## src/asf_pkg.sv

```systemverilog
package asf_pkg;

   localparam int MAX_ORDER_DEF   = 20;
   localparam int SAMPLE_BITS_DEF = 24;
   localparam int COEF_BITS_DEF   = 18;
   localparam int FRAC_BITS       = 16;

   localparam int IDX_BITS   = 5;
   localparam int ORDER_BITS = 5;
   localparam int BURN_BITS  = 11;
   localparam int CSR_DATA_BITS = 11;
   localparam int CSR_IDX_BITS  = 1;

   localparam logic [CSR_IDX_BITS-1:0] CSR_FILTER_ORDER = 1'd0;
   localparam logic [CSR_IDX_BITS-1:0] CSR_BURN_LENGTH  = 1'd1;

   localparam logic KIND_COEF   = 1'b0;
   localparam logic KIND_SAMPLE = 1'b1;

   typedef struct packed {
      logic load;
      logic tap_valid;
   } mac_ctrl_type;

endpackage

```

## src/asf_vram.sv

```systemverilog
module asf_vram #(
   parameter int WIDTH = 24,
   parameter int DEPTH = 20
) (
   input  logic                                      clock,
   input  logic                                      reset,
   input  logic                                      clear,
   input  logic                                      wr_en,
   input  logic [((DEPTH > 1) ? $clog2(DEPTH) : 1)-1:0] wr_addr,
   input  logic [WIDTH-1:0]                          wr_data,
   input  logic                                      rd_en,
   input  logic [((DEPTH > 1) ? $clog2(DEPTH) : 1)-1:0] rd_addr,
   output logic [WIDTH-1:0]                          rd_data
);

   logic [WIDTH-1:0] mem_ff [DEPTH];
   logic [DEPTH-1:0] valid_ff;
   logic [WIDTH-1:0] rd_data_ff;
   logic             rd_valid_ff;

   always_ff @(posedge clock) begin
      if (wr_en) begin
         mem_ff[wr_addr] <= wr_data;
      end
      if (rd_en) begin
         rd_data_ff <= mem_ff[rd_addr];
      end
   end

   always_ff @(posedge clock) begin
      if (reset) begin
         valid_ff    <= '0;
         rd_valid_ff <= 1'b0;
      end else begin
         if (clear) begin
            valid_ff <= '0;
         end else if (wr_en) begin
            valid_ff[wr_addr] <= 1'b1;
         end
         if (rd_en) begin
            rd_valid_ff <= valid_ff[rd_addr];
         end
      end
   end

   assign rd_data = rd_valid_ff ? rd_data_ff : '0;

endmodule

```

## src/asf_mac.sv

```systemverilog
module asf_mac #(
   parameter int SAMPLE_BITS = 24,
   parameter int COEF_BITS   = 18
) (
   input  logic                          clock,
   input  logic                          reset,
   input  asf_pkg::mac_ctrl_type         ctrl,
   input  logic signed [SAMPLE_BITS-1:0] innovation,
   input  logic signed [COEF_BITS-1:0]   coef,
   input  logic signed [SAMPLE_BITS-1:0] hist,
   output logic [SAMPLE_BITS-1:0]        sample,
   output logic                          saturated
);
   import asf_pkg::*;

   localparam int PROD_W = SAMPLE_BITS + COEF_BITS;
   localparam int ACC_W  = PROD_W + 8;
   localparam int SH_W   = ACC_W - FRAC_BITS;
   localparam logic [ACC_W-1:0] HALF_LSB = ACC_W'(1) << (FRAC_BITS - 1);

   logic signed [PROD_W-1:0] prod_ff;
   logic                     prod_vld_ff;
   logic [ACC_W-1:0]         acc_ff;
   logic [ACC_W-1:0]         rnd_sum;
   logic [SH_W-1:0]          shifted;
   logic [SH_W-SAMPLE_BITS:0] upper;

   always_ff @(posedge clock) begin
      prod_ff <= PROD_W'(coef) * PROD_W'(hist);
      if (ctrl.load) begin
         acc_ff <= {{(ACC_W-SAMPLE_BITS-FRAC_BITS){innovation[SAMPLE_BITS-1]}},
                    innovation, {FRAC_BITS{1'b0}}};
      end else if (prod_vld_ff) begin
         acc_ff <= acc_ff + {{(ACC_W-PROD_W){prod_ff[PROD_W-1]}}, prod_ff};
      end
   end

   always_ff @(posedge clock) begin
      if (reset) begin
         prod_vld_ff <= 1'b0;
      end else begin
         prod_vld_ff <= ctrl.tap_valid;
      end
   end

   always_comb begin
      rnd_sum = acc_ff + HALF_LSB;
      shifted = rnd_sum[ACC_W-1:FRAC_BITS];
      upper   = shifted[SH_W-1:SAMPLE_BITS-1];
      if ((upper == '0) || (upper == '1)) begin
         sample    = shifted[SAMPLE_BITS-1:0];
         saturated = 1'b0;
      end else begin
         sample    = {shifted[SH_W-1], {(SAMPLE_BITS-1){~shifted[SH_W-1]}}};
         saturated = 1'b1;
      end
   end

endmodule

```

## src/autoregressive_synthesis_filter.sv

```systemverilog
// Channel | Dir | tdata (low bit up)                         | tuser (low bit up)
// req     | in  | coef_index, coef_value, innovation, zeros  | kind, series_start
// rsp     | out | sample, zeros                              | saturated
// csr     | in  | csr_wr_en, csr_index, csr_wr_data (write only, no read-back)
//
// A coefficient is written when accepted. A sample passes through accept, one
// tap per cycle, pipeline drain in DRAIN1 and DRAIN2, and write-back; order zero
// goes from accept straight to write-back. One multiply-accumulate sets the rate,
// walking the taps through the coefficient and history memory read ports.
// Reset is synchronous, active high, and clears all valid bits at once.
// A result waiting in the output register stalls only the write-back cycle.
module autoregressive_synthesis_filter #(
   parameter int MAX_ORDER   = asf_pkg::MAX_ORDER_DEF,
   parameter int SAMPLE_BITS = asf_pkg::SAMPLE_BITS_DEF,
   parameter int COEF_BITS   = asf_pkg::COEF_BITS_DEF
) (
   input  logic clock,
   input  logic reset,
   input  logic req_tvalid,
   output logic req_tready,
   // coef_index, coef_value, innovation, zero fill
   input  logic [((asf_pkg::IDX_BITS+COEF_BITS+SAMPLE_BITS+7)/8)*8-1:0] req_tdata,
   // kind, series_start
   input  logic [1:0] req_tuser,
   output logic rsp_tvalid,
   input  logic rsp_tready,
   // sample, zero fill
   output logic [((SAMPLE_BITS+7)/8)*8-1:0] rsp_tdata,
   // saturated
   output logic [0:0] rsp_tuser,
   input  logic csr_wr_en,
   input  logic [asf_pkg::CSR_IDX_BITS-1:0] csr_index,
   input  logic [asf_pkg::CSR_DATA_BITS-1:0] csr_wr_data
);
   import asf_pkg::*;

   localparam int PTR_W      = (MAX_ORDER > 1) ? $clog2(MAX_ORDER) : 1;
   localparam int ORD_W      = $clog2(MAX_ORDER + 1);
   localparam int OUT_DATA_W = ((SAMPLE_BITS + 7) / 8) * 8;

   typedef enum logic [4:0] {
      ST_IDLE   = 5'b00001,
      ST_ISSUE  = 5'b00010,
      ST_DRAIN1 = 5'b00100,
      ST_DRAIN2 = 5'b01000,
      ST_FINISH = 5'b10000
   } state_type;

   state_type state_ff, state_in;

   logic [ORDER_BITS-1:0]  filter_order_ff;
   logic [BURN_BITS-1:0]   burn_length_ff;
   logic [PTR_W-1:0]       ring_ptr_ff, ring_ptr_in;
   logic [PTR_W-1:0]       rd_ptr_ff, rd_ptr_in;
   logic [PTR_W-1:0]       tap_ff, tap_in;
   logic [BURN_BITS-1:0]   discard_ff, discard_in;
   logic                   pass_ff, pass_in;
   logic                   tap_vld_ff;
   logic [SAMPLE_BITS-1:0] innov_ff;
   logic                   rsp_valid_ff, rsp_valid_in;
   logic [SAMPLE_BITS-1:0] rsp_sample_ff;
   logic                   rsp_sat_ff;

   logic [IDX_BITS-1:0]           in_coef_index;
   logic signed [COEF_BITS-1:0]   in_coef_value;
   logic signed [SAMPLE_BITS-1:0] in_innovation;
   logic                          in_kind;
   logic                          in_series_start;

   logic                          accept;
   logic                          coef_wr;
   logic                          sample_acc;
   logic                          hist_clear;
   logic [ORD_W-1:0]              order;
   logic                          last_tap;
   logic [PTR_W-1:0]              base_ptr;
   logic                          finish_ok;
   logic                          emit;
   logic [SAMPLE_BITS-1:0]        result;
   logic                          result_sat;
   logic                          hist_wr;
   logic                          issue;
   logic signed [COEF_BITS-1:0]   coef_rd;
   logic signed [SAMPLE_BITS-1:0] hist_rd;
   logic [SAMPLE_BITS-1:0]        mac_sample;
   logic                          mac_sat;
   mac_ctrl_type                  mac_ctrl;

   assign in_coef_index   = req_tdata[IDX_BITS-1:0];
   assign in_coef_value   = req_tdata[IDX_BITS +: COEF_BITS];
   assign in_innovation   = req_tdata[IDX_BITS+COEF_BITS +: SAMPLE_BITS];
   assign in_kind         = req_tuser[0];
   assign in_series_start = req_tuser[1];

   assign req_tready = (state_ff == ST_IDLE);
   assign accept     = req_tvalid && req_tready;
   assign coef_wr    = accept && (in_kind == KIND_COEF) && (int'(in_coef_index) < MAX_ORDER);
   assign sample_acc = accept && (in_kind == KIND_SAMPLE);
   assign hist_clear = sample_acc && in_series_start;

   assign order    = (int'(filter_order_ff) > MAX_ORDER) ? ORD_W'(MAX_ORDER)
                                                         : ORD_W'(filter_order_ff);
   assign last_tap = (ORD_W'(tap_ff) + ORD_W'(1)) == order;
   assign base_ptr = in_series_start ? '0 : ring_ptr_ff;
   assign issue    = (state_ff == ST_ISSUE);

   assign finish_ok  = (state_ff == ST_FINISH) && (!rsp_valid_ff || rsp_tready);
   assign emit       = pass_ff || !(discard_ff < burn_length_ff);
   assign result     = pass_ff ? innov_ff : mac_sample;
   assign result_sat = pass_ff ? 1'b0 : mac_sat;
   assign hist_wr    = finish_ok && !pass_ff;

   assign mac_ctrl.load      = sample_acc;
   assign mac_ctrl.tap_valid = tap_vld_ff;

   always_comb begin
      state_in    = state_ff;
      ring_ptr_in = ring_ptr_ff;
      rd_ptr_in   = rd_ptr_ff;
      tap_in      = tap_ff;
      discard_in  = discard_ff;
      pass_in     = pass_ff;
      unique case (state_ff)
         ST_IDLE: begin
            if (sample_acc) begin
               if (in_series_start) begin
                  ring_ptr_in = '0;
                  discard_in  = '0;
               end
               rd_ptr_in = (base_ptr == '0) ? PTR_W'(MAX_ORDER - 1) : base_ptr - PTR_W'(1);
               tap_in    = '0;
               if (order == '0) begin
                  pass_in  = 1'b1;
                  state_in = ST_FINISH;
               end else begin
                  pass_in  = 1'b0;
                  state_in = ST_ISSUE;
               end
            end
         end
         ST_ISSUE: begin
            tap_in    = tap_ff + PTR_W'(1);
            rd_ptr_in = (rd_ptr_ff == '0) ? PTR_W'(MAX_ORDER - 1) : rd_ptr_ff - PTR_W'(1);
            if (last_tap) begin
               state_in = ST_DRAIN1;
            end
         end
         ST_DRAIN1: begin
            state_in = ST_DRAIN2;
         end
         ST_DRAIN2: begin
            state_in = ST_FINISH;
         end
         ST_FINISH: begin
            if (finish_ok) begin
               state_in = ST_IDLE;
               if (!pass_ff) begin
                  ring_ptr_in = (ring_ptr_ff == PTR_W'(MAX_ORDER - 1)) ? '0
                                                                      : ring_ptr_ff + PTR_W'(1);
                  if (discard_ff < burn_length_ff) begin
                     discard_in = discard_ff + BURN_BITS'(1);
                  end
               end
            end
         end
         default: begin
            state_in = ST_IDLE;
         end
      endcase
   end

   always_comb begin
      rsp_valid_in = rsp_valid_ff;
      if (finish_ok && emit) begin
         rsp_valid_in = 1'b1;
      end else if (rsp_tready) begin
         rsp_valid_in = 1'b0;
      end
   end

   always_ff @(posedge clock) begin
      if (reset) begin
         state_ff        <= ST_IDLE;
         filter_order_ff <= '0;
         burn_length_ff  <= '0;
         ring_ptr_ff     <= '0;
         rd_ptr_ff       <= '0;
         tap_ff          <= '0;
         discard_ff      <= '0;
         pass_ff         <= 1'b0;
         tap_vld_ff      <= 1'b0;
         rsp_valid_ff    <= 1'b0;
      end else begin
         state_ff     <= state_in;
         ring_ptr_ff  <= ring_ptr_in;
         rd_ptr_ff    <= rd_ptr_in;
         tap_ff       <= tap_in;
         discard_ff   <= discard_in;
         pass_ff      <= pass_in;
         tap_vld_ff   <= issue;
         rsp_valid_ff <= rsp_valid_in;
         if (csr_wr_en) begin
            unique case (csr_index)
               CSR_FILTER_ORDER: filter_order_ff <= csr_wr_data[ORDER_BITS-1:0];
               CSR_BURN_LENGTH:  burn_length_ff  <= csr_wr_data[BURN_BITS-1:0];
               default: begin
               end
            endcase
         end
      end
   end

   always_ff @(posedge clock) begin
      if (sample_acc) begin
         innov_ff <= in_innovation;
      end
      if (finish_ok && emit) begin
         rsp_sample_ff <= result;
         rsp_sat_ff    <= result_sat;
      end
   end

   asf_vram #(
      .WIDTH (COEF_BITS),
      .DEPTH (MAX_ORDER)
   ) u_coef_mem (
      .clock   (clock),
      .reset   (reset),
      .clear   (1'b0),
      .wr_en   (coef_wr),
      .wr_addr (PTR_W'(in_coef_index)),
      .wr_data (in_coef_value),
      .rd_en   (issue),
      .rd_addr (tap_ff),
      .rd_data (coef_rd)
   );

   asf_vram #(
      .WIDTH (SAMPLE_BITS),
      .DEPTH (MAX_ORDER)
   ) u_hist_mem (
      .clock   (clock),
      .reset   (reset),
      .clear   (hist_clear),
      .wr_en   (hist_wr),
      .wr_addr (ring_ptr_ff),
      .wr_data (result),
      .rd_en   (issue),
      .rd_addr (rd_ptr_ff),
      .rd_data (hist_rd)
   );

   asf_mac #(
      .SAMPLE_BITS (SAMPLE_BITS),
      .COEF_BITS   (COEF_BITS)
   ) u_mac (
      .clock      (clock),
      .reset      (reset),
      .ctrl       (mac_ctrl),
      .innovation (in_innovation),
      .coef       (coef_rd),
      .hist       (hist_rd),
      .sample     (mac_sample),
      .saturated  (mac_sat)
   );

   assign rsp_tvalid = rsp_valid_ff;
   assign rsp_tdata  = OUT_DATA_W'(rsp_sample_ff);
   assign rsp_tuser  = rsp_sat_ff;

endmodule
```

## config.mk

```make
export PLATFORM = sky130hd
export DESIGN_NAME = autoregressive_synthesis_filter
export DESIGN_NICKNAME = d
export VERILOG_FILES = /design/src/asf_pkg.sv /design/src/asf_vram.sv /design/src/asf_mac.sv /design/src/autoregressive_synthesis_filter.sv
export SDC_FILE = /design/constraint.sdc
export NUM_CORES = 2
export LEC_CHECK = 0
export ABC_CLOCK_PERIOD_IN_PS = 9200
export BUFFER_PORTS_ARGS = -buffer_cell sky130_fd_sc_hd__buf_2
export CORE_ASPECT_RATIO = 1.5
export CORE_MARGIN = 2
export CORE_UTILIZATION = 50
export CTS_BUF_LIST = sky130_fd_sc_hd__clkbuf_8
export CTS_CLUSTER_DIAMETER = 80
export DETAILED_ROUTE_END_ITERATION = 16
export PLACE_DENSITY = 0.78
export SETUP_SLACK_MARGIN = 0.15
export SLEW_MARGIN = 40
export SYNTH_ARGS = -nofsm -noshare
export SYNTH_HDL_FRONTEND = slang
export SYNTH_SLANG_ARGS = --single-unit
```

## constraint.sdc

```tcl
create_clock -name clock -period 9.2 [get_ports clock]
set_clock_uncertainty 0.1 [all_clocks]
set_input_delay 1.84 -clock clock [delete_from_list [all_inputs] [get_ports clock]]
set_output_delay 1.84 -clock clock [all_outputs]
set_load 0.05 [all_outputs]
```

# Word level (Yosys, flattened, before mapping)
# Memories as Yosys holds them, arrays and structs flattened. A register that Yosys moved wholly into a read port is not among the register bits.
# Index checks and enable logic that the tools add are counted.
# totals
input_bits,67
mem_bits_rw,840
elab_cells,137
memories,2
reg_bits,234
out_inout_bits,27
# classes
n_mux,46
n_addsub,7
n_reduce_logical,32
multipliers,1
bitwise_logic,5
eq_ne,14
magnitude_cmp,9
# mem_list
memory,words,word_bits,rd,rd_ports_with_merged_regs,wr,line,text
u_hist_mem.mem_ff,20,24,1,1,1,asf_vram.sv:16,logic [WIDTH-1:0] mem_ff [DEPTH];
u_coef_mem.mem_ff,20,18,1,1,1,asf_vram.sv:16,
# op_table
operator,n
50-bit 2-to-1 mux,2
24-bit 2-to-1 mux,3
5-bit 2-to-1 mux,14
11-bit 2-to-1 mux,5
50-bit by 16-bit adder with 50-bit output (second input constant),1
50-bit adder,1
18-bit by 24-bit multiplier with 42-bit output,1
20-bit OR,2
5-bit one-hot mux with 2 select lines,3
5-bit one-hot mux with 5 select lines,1
5-bit by 6-bit < comparator with 1-bit output (second input constant),4
11-bit one-hot mux with 2 select lines,1
18-bit 2-to-1 mux,1
5-bit zero test,3
1-bit 2-to-1 mux,12
11-bit by 1-bit adder with 11-bit output (second input constant),1
11-bit == test (second input constant),1
11-bit zero test,1
11-bit < comparator,1
5-bit by 1-bit adder with 5-bit output (second input constant),2
1-bit binary-select mux with 5-bit select,2
1-bit demux with 5-bit select,2
5-bit == test (second input constant),2
5-bit by 1-bit greater-or-equal comparator with 1-bit output (second input constant),2
20 further kinds,46

# Depth between registers and ports, before layout
# depth
word_depth,6
depth_mapped,28
ltp_nobuf,25

# Modules after synthesis
# From an unflattened synthesis, not the netlist that was laid out.
# hier_totals
cells_unflattened,4718
area_unflattened_um2,61974.4
# by_module_without_submodules
module,cells_per_inst,instances,seq_area_each_um2,area_per_inst_um2
asf_mac,2529,1,2202.1,22028.6
asf_vram at u_hist_mem,992,1,15554.9,20098.0
asf_vram at u_coef_mem,761,1,11771.3,15299.7
autoregressive_synthesis_filter,436,1,2472.4,4548.1

# Least setup slack after synthesis
# OpenSTA, ideal clock, no wires.
# synth_timing
path_kind,flip-flop to flip-flop
startpoint,register u_coef_mem.rd_valid_ff
endpoint,register u_mac.prod_ff[39]
slack_ps,2475
path_buffers,3
required_ps,9028
arrival_ps,6553
synth_period_minus_slack_ps,6725
path_stages_with_launch,28
setup_time_ps,72
path_cell_list,dfxtp_1 -> clkbuf_1 -> and2_1 -> clkbuf_1 -> clkbuf_1 -> nand2_1 -> fa_1 -> inv_1 -> fa_1 -> inv_1 -> fa_1 -> inv_1 -> fa_1 -> fa_1 -> inv_1 -> fa_1 -> inv_1 -> ha_1 -> a21oi_1 -> o21ai_0 -> a21oi_1 -> a21boi_0 -> o21ai_1 -> a311oi_1 -> o41ai_1 -> o211ai_1 -> a21oi_1 -> xnor2_1
# synth_via
elab_chain_cells,2
# synth_rtl
element,line,text
start: declaration,asf_vram.sv:19,logic rd_valid_ff;
start signal: assignment,asf_vram.sv:41,rd_valid_ff <= valid_ff[rd_addr];
18-bit 2-to-1 mux,asf_vram.sv:46,assign rd_data = rd_valid_ff ? rd_data_ff : '0;
18-bit by 24-bit multiplier with 42-bit output,asf_mac.sv:29,prod_ff <= PROD_W'(coef) * PROD_W'(hist);
end signal: assignment,asf_mac.sv:29,
end: declaration,asf_mac.sv:21,logic signed [PROD_W-1:0] prod_ff;
# No other way between the ends.
# A chain may end at the register's enable or synchronous reset.

# Worst setup path after layout
# layout_timing
startpoint,register u_coef_mem.rd_valid_ff
endpoint,register u_mac.prod_ff[41]
# The elaborated chain is that of the path after synthesis.

==> results by group <==
Finish
  – Layout area overhead: 10.3%
  – Share of layout cells above drive strength 1: 17.6%
  – Finished Core Util: 55.7%
  – FILL cells: 9,399
  – # nets final: 5,288

Clocking
  – # hold bufs at CTS: 0
  – H-tree depth: 4
  – Clock buffer depth: 3
  – Post-CTS sizing: 0
  – Post-CTS setup buffers: 0
  – Root Buffer: clkbuf_8
  – TritonCTS Buffers: 160
  – Clock Sinks: 1,116
  – Clock insertion delay at the later pin of the skew report: 0.89 ns
  – CTS tree: done
  – Clk slew on worst S/H paths: 0.06 ns

Worst setup path
  – Startpoint types: register
  – CP Depth: 24
  – CP top delay family: adder cells
  – R2r startpoint: u_coef_mem.rd_valid_ff
  – Worst endpoint required time: 9.85 ns
  – End of the worst register-to-register path: u_mac.prod_ff[41]
  – Crit path capture type: register
  – CP most frequent cell: fa_1
  – WS Path Type: reg2reg
  – Crit path cell chain: buf_4, and2_1, nand2_1, fa_1, inv_1, fa_1, fa_1, fa_1, fa_1, inv_1, fa_1, inv_1, ha_1, a211oi_1, a21oi_1, o211ai_1, a21oi_1, o21ai_1, a311oi_1, o41ai_1, buf_4, o311ai_1, a21oi_1, xnor2_1
  – Slowest CP cell: and2_1
  – Path depth of the worst reg2reg path: 24
  – Slack of the worst reg-to-reg path: 1.20 ns
  – Worst path bufs/invs: 5
  – Worst Path Max Fanout: 38
  – Crit path DAT: 8.65 ns
  – CP peak stage delay: 0.72 ns

Placement
  – Port Buf Inserts: 92
  – Post-DP HPWL: 104 mm
  – RD Place Congestion: 1.01

Drt
  – Vias: 37,000
  – Initial drt markers: 2,873
  – Post-Route WL: 151 mm
  – Routed WL per cell: 23.8 um
  – Final antenna-violating net count: 0
  – Detail-routed via count per cell: 5.84
  – First-pass iteration count of the detailed router: 6
  – Remaining DRCs: 0

Floorplanning
  – # IOs: 94
  – Row count: 156
  – Die Ht: 431 um
  – Die ar.: 0.125 sq mm
  – Core area: 0.121 sq mm
  – Starting density of the core: 50.5%
  – Die width: 289 um

Run status
  – Status: complete, no violations

Worst hold path
  – HP Class: reg2reg
  – Min-delay src: burn_length_ff[4]
  – Hold Crit Depth: 2
  – Hold EP: burn_length_ff[4]

Logic synthesis
  – Ys Warns: 0
  – Dominant synthesized flop cell: edfxtp_1
  – Post-Synthesis Cells: 4,444
  – Post-synthesis cell area: 0.0609 sq mm
  – EDFF count, synth: 965
  – Asr flop ratio synth: 0%
  – Synth Net Count: 5,110
  – Seq/Total Area, Yosys: 52.5%
  – Post-synthesis average cell area: 13.7 sq um
  – Netlist cell types: 82
  – Register bit count reported by yosys: 1,116

Global routing
  – First-pass GRT wire length: 228 mm
  – Gr usage total: 24.8%
  – Largest net degree at the start of global routing: 97
  – Initial antenna violation count: 6
  – Grt ovf: 0
  – Vias in the first global route: 38,700

Timing
  – Period utilisation layout: 87.0%
  – Setup TNS: 0 ns
  – Max_slew headroom: 38.6%
  – Worst-Margin Slew: 0.921 ns
  – Minimum clock period: 8.00 ns
  – Setup-failing EPs final: 0
  – RSZ-0062 raised after global routing: false
  – Peak Freq: 125 MHz
  – Fin. max-slew vios: 0
  – Fin. Hold Viols: 0

Power and ir drop
  – Total chip power: 0.0105 W
  – Pwr dens: 156 mW/mm^2
  – P_leak: 24.8 nW
  – VDD IR-drop max: 0.150 mV

Job
  – Max-cap viol count: 0
-- where the power goes --
group          switching, W  internal [W]
logic              0.000544      0.000333
registers         0.0000598       0.00563
clock network       0.00195       0.00195
total               0.00255       0.00792
-- worst max-delay path by stage --
stage                                 startpoint           endpoint  slack [ns]
after global placement    u_hist_mem.rd_valid_ff  u_mac.prod_ff[41]        1.07
after detailed placement  u_hist_mem.rd_valid_ff  u_mac.prod_ff[41]        0.99
after CTS                 u_hist_mem.rd_valid_ff  u_mac.prod_ff[41]        0.99
final                     u_coef_mem.rd_valid_ff  u_mac.prod_ff[41]        1.20
after floorplan           u_coef_mem.rd_valid_ff  u_mac.prod_ff[39]        2.48
after global routing      u_coef_mem.rd_valid_ff  u_mac.prod_ff[41]        0.90
-- final cells by class --
cell class	count	area, sq um	share of cell area (%)
flip-flops and latches	1116	32000	47.7
multi-input cells	2582	26300	39.2
clock buffers	172	2370	3.52
inverters	547	2050	3.06
well taps	1580	1980	2.94
repair buffers	215	1630	2.42
clock inverters	122	795	1.18
diodes	4	10.0	0.0149
-- Yosys cell counts, types with 13 or more instances --
cell type,number,area share [%]
a211oi_1,15,0.18
and2_1,45,0.46
nor2_1,367,2.3
o21ai_1,21,0.17
xor2_1,26,0.37
nand3_1,53,0.44
fa_1,426,14
mux2_2,44,0.81
inv_1,546,3.4
or3_1,13,0.13
clkbuf_1,157,0.97
o21ai_0,77,0.63
mux4_2,264,9.8
mux2i_1,32,0.53
nand2b_1,23,0.24
buf_1,33,0.20
nand2_1,451,2.8
ha_1,173,3.6
nor3_1,31,0.25
xnor2_1,91,1.3
o21a_1,22,0.27
dfxtp_1,151,5.0
a21oi_1,153,1.3
edfxtp_1,965,48
nor2b_1,13,0.13
nand4_1,16,0.16
a21o_1,46,0.57
-- routing by layer --
metal / track usage [%] / part of all wire [%] / vias to the layer above
met5: 0 / 0.0073 / -
met4: 13.8 / 6.0 / 2
met3: 4.60 / 7.3 / 472
met2: 43.4 / 52 / 1694
met1: 28.4 / 35 / 18800
li1: - / - / 16000
-- cells in the final DEF, fill, tap and decap left out, types with 11 or more instances in the layout --
master / Yosys / final
edfxtp_1: 965 / 965
inv_1: 546 / 583
nand2_1: 451 / 451
fa_1: 426 / 426
nor2_1: 367 / 330
mux4_2: 264 / 264
ha_1: 173 / 173
clkbuf_8: 0 / 172
a21oi_1: 153 / 149
dfxtp_1: 151 / 143
buf_4: 1 / 107
buf_2: 7 / 92
xnor2_1: 91 / 90
o21ai_0: 77 / 77
nand3_1: 53 / 53
a21o_1: 46 / 46
and2_1: 45 / 46
mux2_2: 44 / 44
mux2i_1: 32 / 32
clkinv_2: 0 / 29
clkinv_1: 0 / 28
nor2_2: 1 / 27
nor3_1: 31 / 26
xor2_1: 26 / 26
nand2b_1: 23 / 23
o21a_1: 22 / 22
o21ai_1: 21 / 20
nand4_1: 16 / 16
a211oi_1: 15 / 15
nor2b_1: 13 / 13
or3_1: 13 / 13
nor2_4: 0 / 11
a31oi_1: 11 / 11
and3_1: 11 / 11
-- through the flow --
| step | setup slack (ns) | hold slack [ns] | std cells | instance area [sq um] |
|---|---|---|---|---|
| final | 1.20 | 0.358 | 6338 | 67200 |
| after global routing | 0.903 | 0.369 | 6336 | 67200 |
| after CTS | 0.993 | 0.361 | 6333 | 67100 |
| after detailed placement | 0.991 | 0.350 | 6039 | 64000 |
| after global placement | 1.07 | 0.341 | 6025 | 63600 |
| after floorplan | 2.48 | 0.314 | 4444 | 60900 |
-- kinds of logic (layout without fill, tap and decap cells) --
group	after synthesis	in the layout	synth area share (%)
simple gates	1077	1077	7.67
mux	340	340	11.1
xor+xnor	117	117	1.68
compound gates	449	449	4.83
fa+ha+maj	599	599	17.6
flops	1116	1116	52.5
other cells	0	4	0
buf+inv	746	1056	4.63
-- sequential cells by signal, indices dropped and copies added, names as in the netlist, 5 cells and up --
name / flops
u_hist_mem.mem_ff: 480
u_coef_mem.mem_ff: 360
u_mac.acc_ff: 50
u_mac.prod_ff: 42
innov_ff: 24
rsp_tdata: 24
u_hist_mem.rd_data_ff: 24
u_coef_mem.valid_ff: 20
u_hist_mem.valid_ff: 20
u_coef_mem.rd_data_ff: 18
burn_length_ff: 11
discard_ff: 11
filter_order_ff: 5
rd_ptr_ff: 5
ring_ptr_ff: 5
state_ff: 5
tap_ff: 5
-- tightest hold or removal path, delay by kind of cell, from the launching register on --
kind / cells / cell delay, ns
AOI/OAI and AO/OA: 1 / 0.05
DFF: 1 / 0.31
and+or+nand+nor: 1 / 0.05
Note: power is estimated with default switching activity, not from simulation.
